File: src/design/lkmc_pkg.sv
// Shared widths, request codes and store write-enable type for the keyed cache.
package lkmc_pkg;

   localparam int unsigned DEFAULT_ENTRIES = 16;
   localparam int unsigned REQ_W  = 2;
   localparam int unsigned KEY_W  = 48;
   localparam int unsigned DATA_W = 64;
   localparam int unsigned TIME_W = 32;
   localparam int unsigned CNT_W  = 64;
   localparam int unsigned CAP_W  = 5;
   localparam int unsigned OCC_W  = 5;

   localparam logic [CAP_W-1:0] CAP_RESET = 5'd16;

   typedef enum logic [REQ_W-1:0] {
      REQ_INSERT = 2'd0,
      REQ_LOOKUP = 2'd1,
      REQ_TOUCH  = 2'd2,
      REQ_CLEAR  = 2'd3
   } req_code_type;

   typedef struct packed {
      logic we_entry;   // key and payload
      logic we_time;    // access time
   } store_wen_type;

endpackage

File: src/design/lkmc_store.sv
// Entry store: key, payload and access-time arrays, one write and one registered read port.
module lkmc_store #(
   parameter int unsigned ENTRIES = lkmc_pkg::DEFAULT_ENTRIES,
   localparam int unsigned IDX_W = (ENTRIES > 1) ? $clog2(ENTRIES) : 1
) (
   input  logic                        clock,
   input  logic [IDX_W-1:0]            rd_addr,
   output logic [lkmc_pkg::KEY_W-1:0]  rd_key,
   output logic [lkmc_pkg::DATA_W-1:0] rd_payload,
   output logic [lkmc_pkg::TIME_W-1:0] rd_time,
   input  lkmc_pkg::store_wen_type     wen,
   input  logic [IDX_W-1:0]            wr_addr,
   input  logic [lkmc_pkg::KEY_W-1:0]  wr_key,
   input  logic [lkmc_pkg::DATA_W-1:0] wr_payload,
   input  logic [lkmc_pkg::TIME_W-1:0] wr_time
);
   import lkmc_pkg::*;

   logic [KEY_W-1:0]  key_mem     [ENTRIES];
   logic [DATA_W-1:0] payload_mem [ENTRIES];
   logic [TIME_W-1:0] time_mem    [ENTRIES];

   logic [KEY_W-1:0]  rd_key_ff;
   logic [DATA_W-1:0] rd_payload_ff;
   logic [TIME_W-1:0] rd_time_ff;

   always_ff @(posedge clock) begin
      if (wen.we_entry) begin
         key_mem[wr_addr]     <= wr_key;
         payload_mem[wr_addr] <= wr_payload;
      end
      if (wen.we_time) begin
         time_mem[wr_addr] <= wr_time;
      end
   end

   always_ff @(posedge clock) begin
      rd_key_ff     <= key_mem[rd_addr];
      rd_payload_ff <= payload_mem[rd_addr];
      rd_time_ff    <= time_mem[rd_addr];
   end

   assign rd_key     = rd_key_ff;
   assign rd_payload = rd_payload_ff;
   assign rd_time    = rd_time_ff;

endmodule

File: src/design/lkmc_scan.sv
// Shared compare unit: key match and oldest access time, one entry per cycle while cmp_vld is high.
module lkmc_scan #(
   parameter int unsigned ENTRIES = lkmc_pkg::DEFAULT_ENTRIES,
   localparam int unsigned IDX_W = (ENTRIES > 1) ? $clog2(ENTRIES) : 1
) (
   input  logic                        clock,
   input  logic                        reset,
   input  logic                        scan_start,
   input  logic                        cmp_vld,
   input  logic [IDX_W-1:0]            cmp_idx,
   input  logic [lkmc_pkg::KEY_W-1:0]  key,
   input  logic [lkmc_pkg::KEY_W-1:0]  rd_key,
   input  logic [lkmc_pkg::DATA_W-1:0] rd_payload,
   input  logic [lkmc_pkg::TIME_W-1:0] rd_time,
   output logic                        found,
   output logic [IDX_W-1:0]            found_idx,
   output logic [lkmc_pkg::DATA_W-1:0] found_payload,
   output logic [IDX_W-1:0]            oldest_idx
);
   import lkmc_pkg::*;

   logic              found_ff, found_in;
   logic              have_ff, have_in;
   logic [IDX_W-1:0]  found_idx_ff, found_idx_in;
   logic [DATA_W-1:0] payload_ff, payload_in;
   logic [IDX_W-1:0]  oldest_idx_ff, oldest_idx_in;
   logic [TIME_W-1:0] oldest_time_ff, oldest_time_in;

   always_comb begin
      found_in       = found_ff;
      have_in        = have_ff;
      found_idx_in   = found_idx_ff;
      payload_in     = payload_ff;
      oldest_idx_in  = oldest_idx_ff;
      oldest_time_in = oldest_time_ff;
      if (scan_start) begin
         found_in      = 1'b0;
         have_in       = 1'b0;
         oldest_idx_in = '0;
      end else if (cmp_vld) begin
         // keep the lowest matching slot
         if (!found_ff && (rd_key == key)) begin
            found_in     = 1'b1;
            found_idx_in = cmp_idx;
            payload_in   = rd_payload;
         end
         // strict less-than keeps the lowest index on ties
         if (!have_ff || (rd_time < oldest_time_ff)) begin
            have_in        = 1'b1;
            oldest_idx_in  = cmp_idx;
            oldest_time_in = rd_time;
         end
      end
   end

   always_ff @(posedge clock) begin
      if (reset) begin
         found_ff      <= 1'b0;
         have_ff       <= 1'b0;
         oldest_idx_ff <= '0;
      end else begin
         found_ff      <= found_in;
         have_ff       <= have_in;
         oldest_idx_ff <= oldest_idx_in;
      end
   end

   always_ff @(posedge clock) begin
      found_idx_ff   <= found_idx_in;
      payload_ff     <= payload_in;
      oldest_time_ff <= oldest_time_in;
   end

   assign found         = found_ff;
   assign found_idx     = found_idx_ff;
   assign found_payload = payload_ff;
   assign oldest_idx    = oldest_idx_ff;

endmodule

File: src/design/lru_keyed_message_cache.sv
// Top level of the fully associative keyed message cache with LRU replacement.
//
//   channel   ports                                    handshake
//   --------  ---------------------------------------  ----------------------------
//   request   req_type req_msg_key req_content_in      taken when start && !busy
//             req_now_time
//   response  rsp_success rsp_content_out              rsp_valid, one cycle, no stall
//             rsp_hit_count rsp_miss_count rsp_occupancy
//   csr       csr_capacity_in_use                      written when csr_wr_en
//
// A request walks the filled slots once through the store's single read port,
// one slot per cycle, and the response is registered from the commit state;
// a clear skips the walk and goes straight to commit.
// busy drops in the cycle the response is shown, so the next request may be
// taken there. Synchronous reset empties the cache, zeroes both counters and sets
// capacity to 16; no clearing pass is needed. The response side cannot stall.
module lru_keyed_message_cache #(
   parameter int unsigned ENTRIES = lkmc_pkg::DEFAULT_ENTRIES,
   localparam int unsigned IDX_W  = (ENTRIES > 1) ? $clog2(ENTRIES) : 1,
   localparam int unsigned FILL_W = $clog2(ENTRIES + 1)
) (
   input  logic                        clock,
   input  logic                        reset,
   // request
   input  logic                        start,
   output logic                        busy,
   input  logic [lkmc_pkg::REQ_W-1:0]  req_type,
   input  logic [lkmc_pkg::KEY_W-1:0]  req_msg_key,
   input  logic [lkmc_pkg::DATA_W-1:0] req_content_in,
   input  logic [lkmc_pkg::TIME_W-1:0] req_now_time,
   // response
   output logic                        rsp_valid,
   output logic                        rsp_success,
   output logic [lkmc_pkg::DATA_W-1:0] rsp_content_out,
   output logic [lkmc_pkg::CNT_W-1:0]  rsp_hit_count,
   output logic [lkmc_pkg::CNT_W-1:0]  rsp_miss_count,
   output logic [lkmc_pkg::OCC_W-1:0]  rsp_occupancy,
   // configuration
   input  logic                        csr_wr_en,
   input  logic [lkmc_pkg::CAP_W-1:0]  csr_capacity_in_use
);
   import lkmc_pkg::*;

   localparam int unsigned EC_W = (FILL_W > CAP_W) ? FILL_W : CAP_W;

   typedef enum logic [2:0] {
      ST_IDLE   = 3'b001,
      ST_SCAN   = 3'b010,
      ST_COMMIT = 3'b100
   } state_type;

   state_type          state_ff, state_in;
   logic [FILL_W-1:0]  rd_idx_ff, rd_idx_in;
   logic               cmp_vld_ff, cmp_vld_in;
   logic [IDX_W-1:0]   cmp_idx_ff, cmp_idx_in;

   // latched request
   req_code_type       op_ff;
   logic [KEY_W-1:0]   key_ff;
   logic [DATA_W-1:0]  content_ff;
   logic [TIME_W-1:0]  now_ff;

   // architectural state
   logic [FILL_W-1:0]  fill_ff, fill_in;
   logic [CNT_W-1:0]   hit_ff, hit_in;
   logic [CNT_W-1:0]   miss_ff, miss_in;
   logic [CAP_W-1:0]   cap_ff;

   // response registers
   logic               rsp_valid_ff, rsp_valid_in;
   logic               rsp_success_ff, rsp_success_in;
   logic [DATA_W-1:0]  rsp_content_ff, rsp_content_in;

   logic               accept;
   logic [IDX_W-1:0]   rd_addr;
   logic [KEY_W-1:0]   rd_key;
   logic [DATA_W-1:0]  rd_payload;
   logic [TIME_W-1:0]  rd_time;
   logic               found;
   logic [IDX_W-1:0]   found_idx;
   logic [DATA_W-1:0]  found_payload;
   logic [IDX_W-1:0]   oldest_idx;
   store_wen_type      wen;
   logic [IDX_W-1:0]   wr_addr;
   logic [EC_W-1:0]    cap_ext;
   logic [EC_W-1:0]    eff_cap;
   logic               append;

   assign busy   = (state_ff != ST_IDLE);
   assign accept = start && !busy;
   assign rd_addr = rd_idx_ff[IDX_W-1:0];

   // Sequencer: issue one slot read per cycle, wait for the last compare, commit.
   always_comb begin
      state_in   = state_ff;
      rd_idx_in  = rd_idx_ff;
      cmp_vld_in = 1'b0;
      cmp_idx_in = cmp_idx_ff;
      unique case (state_ff)
         ST_IDLE: begin
            if (accept) begin
               rd_idx_in = '0;
               state_in  = (req_code_type'(req_type) == REQ_CLEAR) ? ST_COMMIT : ST_SCAN;
            end
         end
         ST_SCAN: begin
            if (rd_idx_ff < fill_ff) begin
               cmp_vld_in = 1'b1;
               cmp_idx_in = rd_idx_ff[IDX_W-1:0];
               rd_idx_in  = rd_idx_ff + FILL_W'(1);
            end else if (!cmp_vld_ff) begin
               // last compare has landed in the scan unit
               state_in = ST_COMMIT;
            end
         end
         ST_COMMIT: begin
            state_in = ST_IDLE;
         end
         default: begin
            state_in = ST_IDLE;
         end
      endcase
   end

   // Capacity zero acts as one; anything above the store size saturates.
   always_comb begin
      cap_ext = EC_W'(cap_ff);
      if (cap_ext == '0) begin
         eff_cap = EC_W'(1);
      end else if (cap_ext > EC_W'(ENTRIES)) begin
         eff_cap = EC_W'(ENTRIES);
      end else begin
         eff_cap = cap_ext;
      end
      append = (EC_W'(fill_ff) < eff_cap);
   end

   // Commit: update store, counters and fill, and load the response.
   always_comb begin
      wen            = '0;
      wr_addr        = found_idx;
      fill_in        = fill_ff;
      hit_in         = hit_ff;
      miss_in        = miss_ff;
      rsp_valid_in   = 1'b0;
      rsp_success_in = rsp_success_ff;
      rsp_content_in = rsp_content_ff;
      if (state_ff == ST_COMMIT) begin
         rsp_valid_in   = 1'b1;
         rsp_success_in = 1'b0;
         rsp_content_in = '0;
         case (op_ff)
            REQ_INSERT: begin
               if (!found) begin
                  rsp_success_in = 1'b1;
                  wen.we_entry   = 1'b1;
                  wen.we_time    = 1'b1;
                  if (append) begin
                     wr_addr = fill_ff[IDX_W-1:0];
                     fill_in = fill_ff + FILL_W'(1);
                  end else begin
                     // full: evict the least recently used slot
                     wr_addr = oldest_idx;
                  end
               end
            end
            REQ_LOOKUP: begin
               if (found) begin
                  rsp_success_in = 1'b1;
                  rsp_content_in = found_payload;
                  hit_in         = hit_ff + CNT_W'(1);
               end else begin
                  miss_in = miss_ff + CNT_W'(1);
               end
            end
            REQ_TOUCH: begin
               if (found) begin
                  rsp_success_in = 1'b1;
                  wen.we_time    = 1'b1;
               end
            end
            default: begin
               // clear: drop every slot and zero the counters
               fill_in = '0;
               hit_in  = '0;
               miss_in = '0;
            end
         endcase
      end
   end

   always_ff @(posedge clock) begin
      if (reset) begin
         state_ff       <= ST_IDLE;
         rd_idx_ff      <= '0;
         cmp_vld_ff     <= 1'b0;
         fill_ff        <= '0;
         hit_ff         <= '0;
         miss_ff        <= '0;
         cap_ff         <= CAP_RESET;
         rsp_valid_ff   <= 1'b0;
         rsp_success_ff <= 1'b0;
         rsp_content_ff <= '0;
      end else begin
         state_ff       <= state_in;
         rd_idx_ff      <= rd_idx_in;
         cmp_vld_ff     <= cmp_vld_in;
         fill_ff        <= fill_in;
         hit_ff         <= hit_in;
         miss_ff        <= miss_in;
         rsp_valid_ff   <= rsp_valid_in;
         rsp_success_ff <= rsp_success_in;
         rsp_content_ff <= rsp_content_in;
         if (csr_wr_en) begin
            cap_ff <= csr_capacity_in_use;
         end
      end
   end

   // Hold the request fields for the whole walk.
   always_ff @(posedge clock) begin
      cmp_idx_ff <= cmp_idx_in;
      if (accept) begin
         op_ff      <= req_code_type'(req_type);
         key_ff     <= req_msg_key;
         content_ff <= req_content_in;
         now_ff     <= req_now_time;
      end
   end

   lkmc_store #(
      .ENTRIES (ENTRIES)
   ) u_store (
      .clock      (clock),
      .rd_addr    (rd_addr),
      .rd_key     (rd_key),
      .rd_payload (rd_payload),
      .rd_time    (rd_time),
      .wen        (wen),
      .wr_addr    (wr_addr),
      .wr_key     (key_ff),
      .wr_payload (content_ff),
      .wr_time    (now_ff)
   );

   lkmc_scan #(
      .ENTRIES (ENTRIES)
   ) u_scan (
      .clock         (clock),
      .reset         (reset),
      .scan_start    (accept),
      .cmp_vld       (cmp_vld_ff),
      .cmp_idx       (cmp_idx_ff),
      .key           (key_ff),
      .rd_key        (rd_key),
      .rd_payload    (rd_payload),
      .rd_time       (rd_time),
      .found         (found),
      .found_idx     (found_idx),
      .found_payload (found_payload),
      .oldest_idx    (oldest_idx)
   );

   assign rsp_valid       = rsp_valid_ff;
   assign rsp_success     = rsp_success_ff;
   assign rsp_content_out = rsp_content_ff;
   assign rsp_hit_count   = hit_ff;
   assign rsp_miss_count  = miss_ff;
   assign rsp_occupancy   = OCC_W'(fill_ff);

endmodule

File: config.mk
export PLATFORM = sky130hd
export DESIGN_NAME = lru_keyed_message_cache
export DESIGN_NICKNAME = d
export VERILOG_FILES = /design/src/design/lkmc_pkg.sv /design/src/design/lkmc_store.sv /design/src/design/lkmc_scan.sv /design/src/design/lru_keyed_message_cache.sv
export SDC_FILE = /design/constraint.sdc
export NUM_CORES = 2
export LEC_CHECK = 0
export ABC_CLOCK_PERIOD_IN_PS = 28400
export BUFFER_PORTS_ARGS = -buffer_cell sky130_fd_sc_hd__buf_2
export CORE_ASPECT_RATIO = 1.5
export CORE_UTILIZATION = 31
export CTS_CLUSTER_DIAMETER = 120
export DETAILED_ROUTE_END_ITERATION = 6
export GPL_ROUTABILITY_DRIVEN = 0
export PLACE_DENSITY = 0.45
export SETUP_SLACK_MARGIN = 0.02
export SLEW_MARGIN = 20
export SYNTH_ARGS = -nofsm -noshare
export SYNTH_HDL_FRONTEND = slang
export SYNTH_HIERARCHICAL = 1
export SYNTH_SLANG_ARGS = --single-unit
File: constraint.sdc
create_clock -name clock -period 28.4 [get_ports clock]
set_clock_uncertainty 0.05 [all_clocks]
set_input_delay 4.26 -clock clock [delete_from_list [all_inputs] [get_ports clock]]
set_output_delay 4.26 -clock clock [all_outputs]
set_load 0.005 [all_outputs]
# After elaboration in Yosys (flattened, before gate mapping)
# Memory sizes are Yosys's and may differ from the RTL's. A register that Yosys moved wholly into a read port is not among the register bits.
# Cells that the tools add are included.
[word_totals]
latchBits = 0
mem_count = 3
mem_bits_rw = 2304
rom_bits = 0
output_inout_bits = 200
register_bits = 469
elab_cells = 111
inputBits = 155
[mem_list]
columns = ["name", "words", "word_bits", "read_ports", "rd_ports_with_merged_regs", "wr", "line", "source"]
rows = [
  ["u_store.payload_mem", 16, 64, 1, 1, 1, "lkmc_store.sv:20", "logic [DATA_W-1:0] payload_mem [ENTRIES];"],
  ["u_store.key_mem", 16, 48, 1, 1, 1, "lkmc_store.sv:19", "logic [KEY_W-1:0] key_mem [ENTRIES];"],
  ["u_store.time_mem", 16, 32, 1, 1, 1, "lkmc_store.sv:21", "logic [TIME_W-1:0] time_mem [ENTRIES];"],
]
[classes]
muxes = 36
n_eq_ne = 16
shift = 0
n_addsub = 4
div = 0
bitwise_logic = 4
reduce_logical = 23
order_cmp = 4
n_mul = 0
[ops]
columns = ["op", "n"]
rows = [
  ["64-bit 2-to-1 mux", 4],
  ["64-bit case mux with 2 select lines", 2],
  ["64-bit by 1-bit adder with 64-bit output (second input constant)", 2],
  ["48-bit equality test", 1],
  ["32-bit < comparator", 1],
  ["5-bit 2-to-1 mux", 6],
  ["5-bit case mux with 2 select lines", 2],
  ["3-bit AND reduction", 6],
  ["4-bit 2-to-1 mux", 4],
  ["2-bit != test (second input constant)", 7],
  ["3-bit 2-to-1 mux", 4],
  ["5-bit by 1-bit adder with 5-bit output (second input constant)", 2],
  ["5-bit < comparator", 2],
  ["1-bit 2-to-1 mux", 9],
  ["2-bit OR reduction", 4],
  ["3-bit case mux with 2 select lines", 1],
  ["2-bit AND reduction", 3],
  ["5-bit > comparator (second input constant)", 1],
  ["5-bit logical NOT", 1],
  ["2-bit equality test (second input constant)", 2],
  ["2-bit 2-to-1 mux", 2],
  ["1-bit inverter", 4],
  ["1-bit case mux with 2 select lines", 2],
  ["4-bit AND reduction", 1],
  ["other kinds (11)", 14],
]

# Logic depth before layout (Yosys ltp)
[depth]
word_depth = 8
depth_mapped = 12
ltp_nobuf = 12

# Cells and area by module
# Netlist, hierarchy kept.
[modules_own_cells]
columns = ["module", "area_each_um2", "seq_area_each_um2", "cells_per_inst", "instances"]
rows = [
  ["lkmc_store", 89575.9, 72069.1, 3818, 1],
  ["lru_keyed_message_cache", 13561.8, 8768.4, 1154, 1],
  ["lkmc_scan", 4603.2, 3123.0, 307, 1],
]

# Worst setup path before layout
# No wires, ideal clock.
[synth_path]
path_type = "input -> register"
startpoint = "input port start"
endpoint = "register u_scan.found_idx_ff[0] (netlist: u_scan/found_idx[0]) (enable)"
setup_ns = 1.357
t_required_ns = 26.993
setup_slack_ns = 10.652
n_path_buf = 0
cell_stages = 3
t_arrival_ns = 16.341
cell_sequence = "inv_1 nor2_1 nor2_1"
[synth_between]
elab_chain_cells = 3
[synth_rtl]
columns = ["item", "line", "source"]
rows = [
  ["start, declared", "lru_keyed_message_cache.sv:25", "input logic start,"],
  ["1-bit logical AND", "lru_keyed_message_cache.sv:90", "assign accept = start && !busy;"],
  ["net accept", "lru_keyed_message_cache.sv:74", "logic accept;"],
  ["1-bit inverter (no source line)", "n/a", ""],
  ["3-bit AND reduction (no source line)", "n/a", ""],
  ["end signal, assigned", "lkmc_scan.sv:69", "found_idx_ff <= found_idx_in;"],
  ["end, declared", "lkmc_scan.sv:24", "logic [IDX_W-1:0] found_idx_ff, found_idx_in;"],
]
# The timed path passes the listed nets, and every way through them passes these cells.
# A chain may end at the register's enable or synchronous reset.

# Worst setup path in the final report
[layout_path]
startpoint = "input port start"
endpoint = "register content_ff[34] (enable)"
[layout_between]
elab_chain_cells = 1
[layout_rtl]
columns = ["item", "line", "source"]
rows = [
  ["1-bit logical AND", "lru_keyed_message_cache.sv:90", ""],
  ["net accept", "lru_keyed_message_cache.sv:74", ""],
  ["end signal, assigned", "lru_keyed_message_cache.sv:226", "content_ff <= req_content_in;"],
  ["end, declared", "lru_keyed_message_cache.sv:60", "logic [DATA_W-1:0] content_ff;"],
]
# The timed path passes the listed nets, and every way through them passes these cells.

==> results.md <==
- Area of the core: 345000 um2
- Grt peak-use layer: met2
- GRT Resource Usage Total: 16.6%
- Final setup TNS: 0 ns
- Hold Path Depth: 0
- FF-to-FF End: u_store/payload_mem[14][10]
- Clock-pin slew on the worst setup and hold paths: 0.06 ns
- Commonest non-fill, non-tap cell in the layout: edfxtp_1
- Via total after detailed routing: 52800
- Post-synthesis adder-cell area fraction: 0.534%
- Synth Instances: 5279
- Mapped Avg Cell Area: 20.4 um2
- Power Density: 70.0 nW/um2
- Worst hold-check path type: reg -> reg
- I/O Buffers: 354
- Psw: 1.79 mW
- Multiplexer share of the synthesized area: 12.3%
- Synth unique cells: 67
- DRC viols: 0
- TritonCTS Buffers: 299
- Met1 usage: 20.9%
- Status: complete, no violations
- Net Count, Synth: 5480
- NumNets Final: 6009
- Crit path max fanout: 45
- Clock share of power: 44.6%
- Full die area: 350000 um2
- Final hold vios: 0
- Io pins: 355
- Hold Path Sink: u_scan/found_payload[4]
- Hold Worst Slack: 0.344 ns
- Synth Area in Simple Gates: 3.23%
- Final worst-path cycle share: 22.0%
- Routing usage on met2: 29.5%
- Worst reg2reg setup slack: 22.67 ns
- Hold Crit Start: u_store/rd_payload[4]
- H-tree Lvls: 5
- R2R cell count: 8
- Die Y: 724 um
- Initial Util: 31.2%
- Final WS setup: 22.14 ns
- CP Data Arrival Time: 6.72 ns
- Type of destination of the critical path: flip-flop
- Hold_buf cts: 0
- Syn. warnings: 6
- Post-synth EDFFs: 2554
- Hpwl dp: 156000 um
- Vias per cell: 5.00
- Worst vdd ir: 48.1 uV
- Clk sinks: 2917
- Tot Pwr: 8.75 mW
- Total Wirelength: 294000 um
- CTS tree: yes
- Tightest Pin Transition: 1.08 ns
- M3 GR Usage: 2.40%
- Maxcap violations: 0
- Max Buffers Root-to-Sink: 4
- Antenna violations before repair: 33
- Post-CTS Setup Bufs: 0
- Ys async rst share: 0%
- Startpoint types: input pin
- Commonest register cell after synthesis: edfxtp_1
- Critical path data required time: 28.86 ns
- Switching Share: 20.4%
- Final setup vio count: 0
- Gate power share: 0.7%
- # resized after CTS: 0
- P_int: 6.97 mW
- Register area share after synthesis: 77.9%
- Layout area overhead: 16.1%
- Minimum clock period: 6.26 ns
- Largest family of logic cells by synthesized area: multiplexers
- Max Freq: 160 MHz
- Most frequent cells in the layout: edfxtp_1 (2554), mux4_2 (528), dfxtp_1 (359)
- FF-to-FF Start: state_ff[2]
- Vias in the first global route: 55700
- RSZ-0062 raised after global routing: no
- Netlist Area Pre-Place: 108000 um2
- Part of the power in registers: 54.7%
- Slew Viols, Final: 0
- CTS root buf: clkbuf_16
- Pre-Repair DR Iteration Count: 5
- Routed Antenna Nets: 0
- Placed instance area: 115000 um2
- Xor and xnor area share after synthesis: 1.19%
- Die W: 483 um
- Leak: 39.4 nW
- Clk_lat worst skew: 0.90 ns
- Fill cells: 31900
- Final instance area: 125000 um2
- FF+latch count, synth: 2917
- Setup slack at placement: 21.07 ns
- Drt wl/cell: 27.8 um
- Rows: 264
- First-pass GRT wire length: 416000 um
- Compound-Gate Fraction of Synth Area: 3.44%
- Total grt overflow: 0
- Layout cells sized above 1: 26.5%
- Largest net degree at the start of global routing: 106
- Kind of critical path: in -> reg
- Initial drt markers: 4352
- Relative slew margins: 27.8%
[Yosys cell counts (all sizes together), types with 15 or more instances]
cell type / n / area, um2
clkbuf: 134 / 503
mux2: 91 / 1020
nor2b: 43 / 269
nand3: 66 / 330
o31ai: 15 / 113
and2: 17 / 106
nor2: 180 / 678
nand2b: 28 / 175
nor4: 27 / 196
nand4: 61 / 382
xnor2: 59 / 517
or3: 15 / 93.8
mux4: 528 / 11900
nand2: 174 / 658
and4: 16 / 144
o21ai: 57 / 285
or4: 15 / 116
and3: 22 / 138
o221ai: 35 / 307
dfxtp: 363 / 7270
mux2i: 35 / 350
a221oi: 16 / 140
a22o: 65 / 569
ha: 46 / 576
a21oi: 45 / 225
a22oi: 235 / 1760
nor3: 22 / 110
xor2: 88 / 771
edfxtp: 2554 / 76700
inv: 61 / 229
buf: 120 / 729
[metrics by stage]
| stage | cells | util, % |
|---|---|---|
| after detailed placement | 10000 | 33.4 |
| after floorplan | 5279 | - |
| final | 10600 | 36.2 |
| after CTS | 10600 | 36.2 |
| after global routing | 10600 | 36.2 |
| after global placement | 10000 | 33.4 |
[layout make-up]
type | instances | area [um2] | share of cell area, %
Clock inverter | 125 | 1220 | 0.976
Multi-Input combinational cell | 2047 | 22700 | 18.1
Clock buffer | 414 | 8380 | 6.70
Tap cell | 4522 | 5660 | 4.52
Timing Repair Buffer | 482 | 2940 | 2.35
Inverter | 61 | 229 | 0.183
Sequential cell | 2917 | 84000 | 67.1
Antenna cell | 5 | 12.5 | 0.0100
[cells by family after synthesis]
family                   after synthesis
flip-flops                          2917
AND/OR/NAND/NOR                      696
multiplexers                         654
AO/OA/AOI/OAI                        504
buffers and inverters                315
XOR/XNOR                             147
adder cells (fa/ha/maj)               46
[worst max path at each step]
stage / start / end / slack (ns) / depth (start not counted)
final: start / content_ff[34] / 22.14 / 6
after global routing: start / content_ff[34] / 21.99 / 6
after CTS: start / content_ff[34] / 22.05 / 6
after detailed placement: start / content_ff[33] / 21.07 / 6
after global placement: start / content_ff[27] / 21.10 / 6
after floorplan: start / u_scan/found_idx[0] / 10.65 / 3
[worst max-delay path, cell delays in order]
cell	delay (ns)
buf_2	0.12
inv_1	0.09
nor2_4	0.10
buf_4	0.49
buf_4	0.80
buf_4	0.74
[power groups by stage]
stage          logic, mW  clock network (mW)  registers (mW)
2_1_floorplan     0.0230                   0            4.85
6_report          0.0633                3.90            4.79
3_5_place_dp      0.0662                   0            4.88
4_1_cts           0.0665                4.02            4.79
3_3_place_gp      0.0659                   0            4.88
5_1_grt           0.0687                4.16            4.80
[registers in the layout, summed over array words and instances, names as in the netlist, 32 cells and up]
name                   count
rsp_miss_count            64
rsp_hit_count             64
u_store/time_mem         512
u_store/key_mem          768
u_store/rd_time           32
now_ff                    32
u_store/payload_mem     1024
u_scan/found_payload      64
u_store/rd_key            48
content_ff                64
key_ff                    48
u_scan/oldest_time_ff     32
u_store/rd_payload        64
rsp_content_out           64
[layer usage]
metal  up-vias  part of all wire (%)
li1      22700                     -
met1     28500                    41
met2      1332                    51
met3       383                   4.6
met4         2                   2.6
met5         -                0.0044
Power figures use the tool's default switching activity.
